### config.mk
export PLATFORM = sky130hd
export DESIGN_NAME = encoder_position_pi_pwm
export DESIGN_NICKNAME = d
export VERILOG_FILES = /design/src/rtl/epp_pkg.sv /design/src/rtl/epp_mac.sv /design/src/rtl/epp_seq.sv /design/src/rtl/encoder_position_pi_pwm.sv
export SDC_FILE = /design/constraint.sdc
export NUM_CORES = 2
export LEC_CHECK = 0
export ABC_AREA = 0
export BUFFER_PORTS_ARGS = -buffer_cell sky130_fd_sc_hd__buf_4
export CORE_MARGIN = 2
export CORE_UTILIZATION = 55
export CTS_CLUSTER_DIAMETER = 100
export DETAILED_ROUTE_END_ITERATION = 8
export PLACE_DENSITY_LB_ADDON = 0.25
export SLEW_MARGIN = 20
export SYNTH_ARGS = -nofsm -noshare
export SYNTH_HDL_FRONTEND = slang
export SYNTH_SLANG_ARGS = --single-unit
### constraint.sdc
create_clock -name aclk -period 16.6 [get_ports aclk]
set_clock_uncertainty 0.15 [all_clocks]
set_input_delay 2.49 -clock aclk [delete_from_list [all_inputs] [get_ports aclk]]
set_output_delay 2.49 -clock aclk [all_outputs]
set_load 0.01 [all_outputs]
### src/rtl/epp_pkg.sv
// ----------------------------------------------------------------------------
// epp_pkg: shared types and constants
// Payload structs, sequencer state, operand selects and fixed-point constants
// for the encoder position controller.
// ----------------------------------------------------------------------------
package epp_pkg;

    // Configuration register indexes
    localparam logic [1:0] CFG_TARGET = 2'd0;
    localparam logic [1:0] CFG_PROP   = 2'd1;
    localparam logic [1:0] CFG_SUM    = 2'd2;
    localparam logic [1:0] CFG_PERIOD = 2'd3;

    // Register reset values
    localparam logic signed [31:0] TARGET_RST = 32'sd1000;
    localparam logic [15:0]        PROP_RST   = 16'd26;
    localparam logic [15:0]        SUM_RST    = 16'd26;
    localparam logic [15:0]        PERIOD_RST = 16'd30;

    // Shared multiply-add unit widths
    localparam int MAC_A_W = 34;
    localparam int MAC_B_W = 25;
    localparam int ACC_W   = 52;

    // Full duty in Q8.8: 100 * 256
    localparam int              MAG_W        = 15;
    localparam logic [MAG_W-1:0] DUTY_FULL_Q8 = 15'd25600;
    // mag * period < 2^31
    localparam int PROD_W = 31;
    // floor(y / 100) = (y * ceil(2^30 / 100)) >> 30, exact for y < 2^23
    localparam int                       RECIP_SHIFT = 30;
    localparam logic signed [MAC_B_W-1:0] RECIP_100  = 25'sd10737419;

    typedef struct packed {
        logic operation;
        logic level_a;
        logic level_b;
    } epp_in_t;

    typedef struct packed {
        logic signed [31:0] position_count;
        logic signed [31:0] position_error;
        logic               drive_reverse;
        logic [15:0]        high_time;
        logic               updated;
    } epp_out_t;

    typedef enum logic [3:0] {
        ST_IDLE,
        ST_PREV,
        ST_ERR,
        ST_PROP,
        ST_SUM,
        ST_MAG,
        ST_SCALE,
        ST_RECIP,
        ST_DONE
    } epp_state_t;

    typedef enum logic [1:0] {
        A_COUNT,
        A_ERR,
        A_MAG,
        A_PROD
    } a_sel_t;

    typedef enum logic [2:0] {
        B_NEG_ONE,
        B_PROP,
        B_SUM,
        B_PERIOD,
        B_RECIP
    } b_sel_t;

    typedef enum logic [1:0] {
        ADD_ZERO,
        ADD_TARGET,
        ADD_ACC
    } add_sel_t;

    typedef enum logic [2:0] {
        DST_NONE,
        DST_ACC,
        DST_ERR,
        DST_MAG,
        DST_PROD,
        DST_WIDTH
    } dst_t;

    typedef struct packed {
        a_sel_t   a_sel;
        b_sel_t   b_sel;
        add_sel_t add_sel;
        dst_t     dst;
        logic     out_load;
        logic     idle;
    } epp_ctrl_t;

endpackage

### src/rtl/epp_mac.sv
// ----------------------------------------------------------------------------
// epp_mac: shared signed multiply-add
// result = addend + op_a * op_b; the caller registers the result.
// ----------------------------------------------------------------------------
module epp_mac
    import epp_pkg::*;
(
    input  logic signed [MAC_A_W-1:0] op_a,
    input  logic signed [MAC_B_W-1:0] op_b,
    input  logic signed [ACC_W-1:0]   addend,
    output logic signed [ACC_W-1:0]   result
);

    logic signed [MAC_A_W+MAC_B_W-1:0] product;

    assign product = op_a * op_b;
    // all products used here fit in ACC_W bits
    assign result  = addend + ACC_W'(product);

endmodule

### src/rtl/epp_seq.sv
// ----------------------------------------------------------------------------
// epp_seq: control sequencer
// Steps a control tick through the shared multiply-add (an encoder event goes
// straight to the done step) and hands the result to the output register.
// ----------------------------------------------------------------------------
module epp_seq
    import epp_pkg::*;
(
    input  logic      aclk,
    input  logic      aresetn,
    input  logic      s_fire,
    input  logic      tick,
    input  logic      out_free,
    output epp_ctrl_t ctrl
);

    epp_state_t state_reg;
    epp_state_t state_next;

    always_ff @(posedge aclk) begin
        if (!aresetn) begin
            state_reg <= ST_IDLE;
        end else begin
            state_reg <= state_next;
        end
    end

    always_comb begin
        state_next = state_reg;
        case (state_reg)
            ST_IDLE: begin
                if (s_fire) begin
                    state_next = tick ? ST_PREV : ST_DONE;
                end
            end
            ST_PREV:  state_next = ST_ERR;
            ST_ERR:   state_next = ST_PROP;
            ST_PROP:  state_next = ST_SUM;
            ST_SUM:   state_next = ST_MAG;
            ST_MAG:   state_next = ST_SCALE;
            ST_SCALE: state_next = ST_RECIP;
            ST_RECIP: state_next = ST_DONE;
            ST_DONE: begin
                if (out_free) begin
                    state_next = ST_IDLE;
                end
            end
            default:  state_next = ST_IDLE;
        endcase
    end

    always_comb begin
        ctrl = '{a_sel: A_ERR, b_sel: B_SUM, add_sel: ADD_ZERO, dst: DST_NONE,
                 out_load: 1'b0, idle: 1'b0};
        case (state_reg)
            ST_IDLE: ctrl.idle = 1'b1;
            ST_PREV: begin
                // previous error times sum gain, before the error is replaced
                ctrl.a_sel = A_ERR;
                ctrl.b_sel = B_SUM;
                ctrl.dst   = DST_ACC;
            end
            ST_ERR: begin
                ctrl.a_sel   = A_COUNT;
                ctrl.b_sel   = B_NEG_ONE;
                ctrl.add_sel = ADD_TARGET;
                ctrl.dst     = DST_ERR;
            end
            ST_PROP: begin
                ctrl.a_sel   = A_ERR;
                ctrl.b_sel   = B_PROP;
                ctrl.add_sel = ADD_ACC;
                ctrl.dst     = DST_ACC;
            end
            ST_SUM: begin
                ctrl.a_sel   = A_ERR;
                ctrl.b_sel   = B_SUM;
                ctrl.add_sel = ADD_ACC;
                ctrl.dst     = DST_ACC;
            end
            ST_MAG: ctrl.dst = DST_MAG;
            ST_SCALE: begin
                ctrl.a_sel = A_MAG;
                ctrl.b_sel = B_PERIOD;
                ctrl.dst   = DST_PROD;
            end
            ST_RECIP: begin
                ctrl.a_sel = A_PROD;
                ctrl.b_sel = B_RECIP;
                ctrl.dst   = DST_WIDTH;
            end
            ST_DONE: ctrl.out_load = out_free;
            default: ctrl.idle = 1'b0;
        endcase
    end

endmodule

### src/rtl/encoder_position_pi_pwm.sv
// ----------------------------------------------------------------------------
// encoder_position_pi_pwm: quadrature position counter with PI-style
// position control and PWM width output
//
//   channel   ports                        direction  carries
//   s_        s_valid s_ready s_data       in         encoder event or tick
//   m_        m_valid m_ready m_data       out        count, error, drive
//   cfg_      cfg_we cfg_index cfg_data    in         register writes
//
// An encoder event goes from acceptance straight to the done step, which loads
// the output register once it is free; a control tick first passes through the
// sequencer, stepping one multiply-add unit through 6 passes (previous error,
// error, two gain terms, scale, divide) plus one magnitude step. The input
// reopens the cycle after the load, so a request is finished before the next.
// Synchronous active-low reset clears the count, the held error, direction
// and width, and loads the register defaults.
// The input is taken only while the sequencer is idle; a finished result
// waits in the output register, so the next request is accepted while
// m_ready is low, and the sequencer holds in its last step only when a
// second result arrives before the first is taken.
// ----------------------------------------------------------------------------
module encoder_position_pi_pwm
    import epp_pkg::*;
(
    input  logic        aclk,
    input  logic        aresetn,

    input  logic        s_valid,
    output logic        s_ready,
    input  epp_in_t     s_data,

    output logic        m_valid,
    input  logic        m_ready,
    output epp_out_t    m_data,

    input  logic        cfg_we,
    input  logic [1:0]  cfg_index,
    input  logic [31:0] cfg_data
);

    // configuration
    logic signed [31:0] target_reg, target_next;
    logic [15:0]        prop_reg, prop_next;
    logic [15:0]        sum_reg, sum_next;
    logic [15:0]        period_reg, period_next;

    // controller state
    logic signed [31:0]      count_reg, count_next;
    logic signed [31:0]      err_reg, err_next;
    logic                    rev_reg, rev_next;
    logic [15:0]             width_reg, width_next;
    logic                    tick_reg, tick_next;

    // working registers of the sequence
    logic signed [ACC_W-1:0] acc_reg, acc_next;
    logic [MAG_W-1:0]        mag_reg, mag_next;
    logic [PROD_W-1:0]       prod_reg, prod_next;

    // output register
    epp_out_t out_reg, out_next;
    logic     m_valid_reg, m_valid_next;

    epp_ctrl_t ctrl;
    logic      s_fire;
    logic      out_free;

    logic signed [MAC_A_W-1:0] mac_a;
    logic signed [MAC_B_W-1:0] mac_b;
    logic signed [ACC_W-1:0]   mac_add;
    logic signed [ACC_W-1:0]   mac_res;

    logic signed [31:0]      err_sat;
    logic signed [ACC_W-1:0] acc_abs;

    assign s_ready  = ctrl.idle;
    assign s_fire   = s_valid && s_ready;
    assign out_free = !m_valid_reg || m_ready;
    assign m_valid  = m_valid_reg;
    assign m_data   = out_reg;

    epp_seq u_seq (
        .aclk     (aclk),
        .aresetn  (aresetn),
        .s_fire   (s_fire),
        .tick     (s_data.operation),
        .out_free (out_free),
        .ctrl     (ctrl)
    );

    // operand selection for the shared unit
    always_comb begin
        case (ctrl.a_sel)
            A_COUNT: mac_a = MAC_A_W'(count_reg);
            A_ERR:   mac_a = MAC_A_W'(err_reg);
            A_MAG:   mac_a = {{(MAC_A_W-MAG_W){1'b0}}, mag_reg};
            A_PROD:  mac_a = {{(MAC_A_W-PROD_W+8){1'b0}}, prod_reg[PROD_W-1:8]};
            default: mac_a = '0;
        endcase
        case (ctrl.b_sel)
            B_NEG_ONE: mac_b = -25'sd1;
            B_PROP:    mac_b = {{(MAC_B_W-16){1'b0}}, prop_reg};
            B_SUM:     mac_b = {{(MAC_B_W-16){1'b0}}, sum_reg};
            B_PERIOD:  mac_b = {{(MAC_B_W-16){1'b0}}, period_reg};
            B_RECIP:   mac_b = RECIP_100;
            default:   mac_b = '0;
        endcase
        case (ctrl.add_sel)
            ADD_ZERO:   mac_add = '0;
            ADD_TARGET: mac_add = ACC_W'(target_reg);
            ADD_ACC:    mac_add = acc_reg;
            default:    mac_add = '0;
        endcase
    end

    epp_mac u_mac (
        .op_a   (mac_a),
        .op_b   (mac_b),
        .addend (mac_add),
        .result (mac_res)
    );

    // clamp target - count to the 32-bit signed range
    always_comb begin
        if ((mac_res[ACC_W-1:31] == '0) || (mac_res[ACC_W-1:31] == '1)) begin
            err_sat = mac_res[31:0];
        end else if (mac_res[ACC_W-1]) begin
            err_sat = 32'sh8000_0000;
        end else begin
            err_sat = 32'sh7FFF_FFFF;
        end
    end

    assign acc_abs = acc_reg[ACC_W-1] ? -acc_reg : acc_reg;

    always_comb begin
        target_next  = target_reg;
        prop_next    = prop_reg;
        sum_next     = sum_reg;
        period_next  = period_reg;
        count_next   = count_reg;
        err_next     = err_reg;
        rev_next     = rev_reg;
        width_next   = width_reg;
        tick_next    = tick_reg;
        acc_next     = acc_reg;
        mag_next     = mag_reg;
        prod_next    = prod_reg;
        out_next     = out_reg;
        m_valid_next = m_valid_reg;

        if (cfg_we) begin
            case (cfg_index)
                CFG_TARGET: target_next = cfg_data;
                CFG_PROP:   prop_next   = cfg_data[15:0];
                CFG_SUM:    sum_next    = cfg_data[15:0];
                CFG_PERIOD: period_next = cfg_data[15:0];
                default:    target_next = target_reg;
            endcase
        end

        // encoder event: advance on differing levels, step back on equal
        if (s_fire) begin
            tick_next = s_data.operation;
            if (!s_data.operation) begin
                if (s_data.level_a != s_data.level_b) begin
                    count_next = count_reg + 32'sd1;
                end else begin
                    count_next = count_reg - 32'sd1;
                end
            end
        end

        case (ctrl.dst)
            DST_ACC: acc_next = mac_res;
            DST_ERR: err_next = err_sat;
            DST_MAG: begin
                rev_next = acc_reg[ACC_W-1];
                if (acc_abs > ACC_W'(DUTY_FULL_Q8)) begin
                    mag_next = DUTY_FULL_Q8;
                end else begin
                    mag_next = acc_abs[MAG_W-1:0];
                end
            end
            DST_PROD:  prod_next  = mac_res[PROD_W-1:0];
            DST_WIDTH: width_next = mac_res[RECIP_SHIFT +: 16];
            default:   acc_next   = acc_reg;
        endcase

        // drop the delivered result, then load the finished one
        if (m_ready) begin
            m_valid_next = 1'b0;
        end
        if (ctrl.out_load) begin
            m_valid_next            = 1'b1;
            out_next.position_count = count_reg;
            out_next.position_error = err_reg;
            out_next.drive_reverse  = rev_reg;
            out_next.high_time      = width_reg;
            out_next.updated        = tick_reg;
        end
    end

    always_ff @(posedge aclk) begin
        if (!aresetn) begin
            target_reg  <= TARGET_RST;
            prop_reg    <= PROP_RST;
            sum_reg     <= SUM_RST;
            period_reg  <= PERIOD_RST;
            count_reg   <= '0;
            err_reg     <= '0;
            rev_reg     <= 1'b0;
            width_reg   <= '0;
            m_valid_reg <= 1'b0;
        end else begin
            target_reg  <= target_next;
            prop_reg    <= prop_next;
            sum_reg     <= sum_next;
            period_reg  <= period_next;
            count_reg   <= count_next;
            err_reg     <= err_next;
            rev_reg     <= rev_next;
            width_reg   <= width_next;
            m_valid_reg <= m_valid_next;
        end
    end

    always_ff @(posedge aclk) begin
        tick_reg <= tick_next;
        acc_reg  <= acc_next;
        mag_reg  <= mag_next;
        prod_reg <= prod_next;
        out_reg  <= out_next;
    end

`ifndef ASSERT_OFF
    // a tick keeps the sequencer busy in the cycle after acceptance
    a_tick_busy: assert property (@(posedge aclk) disable iff (!aresetn)
        (s_fire && s_data.operation) |=> !s_ready)
        else $error("input taken again right after a control tick");

    // an encoder event moves the count by exactly one
    a_count_step: assert property (@(posedge aclk) disable iff (!aresetn)
        (s_fire && !s_data.operation) |=>
        ((count_reg - $past(count_reg) == 32'sd1) ||
         ($past(count_reg) - count_reg == 32'sd1)))
        else $error("encoder event moved the count by other than one");

    // a tick result never drives a pulse longer than the period
    a_width_bound: assert property (@(posedge aclk) disable iff (!aresetn)
        (ctrl.out_load && tick_reg) |=> (out_reg.high_time <= period_reg))
        else $error("pulse width exceeds the period");
`endif

endmodule
==> flow_summary.toml <==
[cells_and_area]
final_common_cell = "inv_1"
layout_common_cells = "inv_1, fa_1, nand2_1, nor2_1, ha_1"
drive_above_1_share = 0.0727
regArea_sq_mm = 0.00852
fin_nets = 5934
fillers = 6933
largest_reg_flops = 82
areaGrowthSynthToFinish_pct = 8.42
multi_input_area_sq_mm = 0.0310
final_cells = 5950

[timing]
timing.hold.ws_ps = 269
hold_viol = 0
grt_setup_unrepaired = "false"
period_share = 0.738
fmax_mhz = 81.7
finalSetupTns_ps = 0
drv_slew = 0
relSlewSlack = 0.161
tightest_slew_ps = 1260
setup_viol = 0
post-route-min-period_ps = 12240

[synthesis]
synth_nets = 5876
syn_avg_cell_area_sq_um = 9.16
synth_fa_ha_area_frac = 0.433
synth_compound_area_frac = 0.0971
synth_area_sq_mm = 0.0440
synth-seq-cells = 339
synth_edf_count = 173
ys_warn_count = 0
ys_async_sr_fraction = 0
syn_inst = 4804
synth_ff_type = "edfxtp_1"
synth_top_family_by_area = "adder cells"
synth_xor_area_frac = 0.0221
synth-simple-area-share = 0.143
synth_mux_area_frac = 0.00492
yosysUniqueCellTypes = 78
ys_seq_area_frac = 0.194

[clock_network]
cts_root_buf = "clkbuf_16"
cts_buffers = 43
numClockSinks = 339
htree_levels = 2
clk_latency_ps = 610
clock_path_buffers = 3
post_cts_resized = 0
cts_hold_buf = 0
cts_tree = "built"
clk_pin_slew_ps = 60
cts_setup_buffers = 0

[floorplanning]
start_util = 0.556
die_x_microns = 287
num_rows = 103
num_io_pins = 126
die-area_sq_mm = 0.0823
die_y_microns = 287
core_sq_mm = 0.0791

[critical_path]
arrival_ps = 12550
required_ps = 16910
start_kind = "register"
critPathSlowestCell = "nor4b_4"
endpoint_kind = "register"
path_max_fanout = 40
path_class = "reg2reg"
reg2reg_slack_ps = 4360
slowest_delay_ps = 930
crit_top_cell = "fa_1"

[power]
leakage_uw = 0.0221
ir_drop_uv = 80.7
power.density_mw_per_mm2 = 92.6

[placement]
hpwl_microns = 119000
place_inst = 5867
place.gp.congestion = 1.01
io_buffer_count = 125

[routing]
drt_wl_total_microns = 150000
drc = 0
vias = 34791
avgRoutedWirePerCell_microns = 25.1
drt_iter0_markers = 3976
ant_nets = 0
via_per_inst = 5.85
drtPass1Iterations = 6

[run_status]
status = "finished, final reports clean"

[global_routing]
grt_pass1_vias = 35602
grt_max_degree = 98
grt_pass1_wl_microns = 225000
track_usage = 0.374
grt-ovfl-total = 0
antenna_found_initial = 6

[hold_path]
hp-class = "reg2reg"

[run]
drv_cap = 0
## critical path, delay by kind of cell, from the launching register on
kind | cells | cell delay (ps)
and+or+nand+nor | 6 | 2660
buffers and inverters | 8 | 2480
DFF | 1 | 590
AOI/OAI and AO/OA | 7 | 2140
xor gates and xnor gates | 1 | 150
adders and majority gates | 8 | 3860
## through the flow
stage / power, uW / instance area, sq um / util / setup slack, ps
2_1_floorplan: 2570 / 44000 / - / 6810
3_3_place_gp: 3400 / 46300 / 0.585 / 4880
3_5_place_dp: 3410 / 46300 / 0.585 / 4620
4_1_cts: 4360 / 47700 / 0.603 / 4570
5_1_grt: 4650 / 47700 / 0.603 / 3800
6_report: 4420 / 47700 / 0.603 / 4360
## per-layer routing
layer	global-route usage	routed length (microns)	share of wire	vias up
met5	0	0	0	-
met4	0.213	10700	0.072	0
met3	0.0795	16500	0.11	427
met2	0.578	66900	0.45	1965
met1	0.492	55400	0.37	17375
li1	-	-	-	15024
## logic make-up (layout without fill, tap and decap cells)
logic type      after synthesis  count (layout)
xor+xnor                    111             111
flops                       339             339
buf+inv                    1235            1328
simple gates               1438            1438
mux                          20              20
fa+ha+maj                  1030            1030
other cells                   0               3
compound gates              631             631
## synthesized netlist by cell type (all sizes together), types with 30 or more instances
| cell | number | share of area |
|---|---|---|
| a21boi | 94 | 0.016 |
| a21o | 47 | 0.0080 |
| a21oi | 137 | 0.016 |
| a22oi | 40 | 0.0068 |
| clkbuf | 180 | 0.015 |
| dfxtp | 166 | 0.076 |
| edfxtp | 173 | 0.12 |
| fa | 823 | 0.37 |
| ha | 207 | 0.059 |
| inv | 1044 | 0.089 |
| nand2 | 578 | 0.049 |
| nand2b | 69 | 0.0098 |
| nand3 | 47 | 0.0055 |
| nor2 | 513 | 0.044 |
| nor3 | 61 | 0.0069 |
| o21ai | 91 | 0.010 |
| o22ai | 30 | 0.0043 |
| xnor2 | 68 | 0.014 |
| xor2 | 43 | 0.0086 |
## cell type report
cell class              count  area share
clock inverters            23     0.00496
inverters                1044      0.0822
repair buffers            204      0.0321
well taps                1050      0.0275
flip-flops and latches    339       0.179
multi-input cells        3230       0.650
diodes                      3    0.000157
clock buffers              57      0.0245
## report_power, final
part / internal [uW] / switching [uW] / leakage (uW)
clock: 526 / 413 / 0.000688
sequential: 1020 / 110 / 0.00293
combinational: 754 / 1590 / 0.0184
## final timing paths
| check | start | depth (start not counted) | end |
|---|---|---|---|
| max | u_seq.state_reg[1] | 30 | err_reg[22] |
| min | tick_reg | 0 | m_data[0] |
| max reg2reg | u_seq.state_reg[1] | 30 | err_reg[22] |
| min reg2reg | tick_reg | 0 | m_data[0] |
No activity file was read; power rests on OpenSTA's default activity.
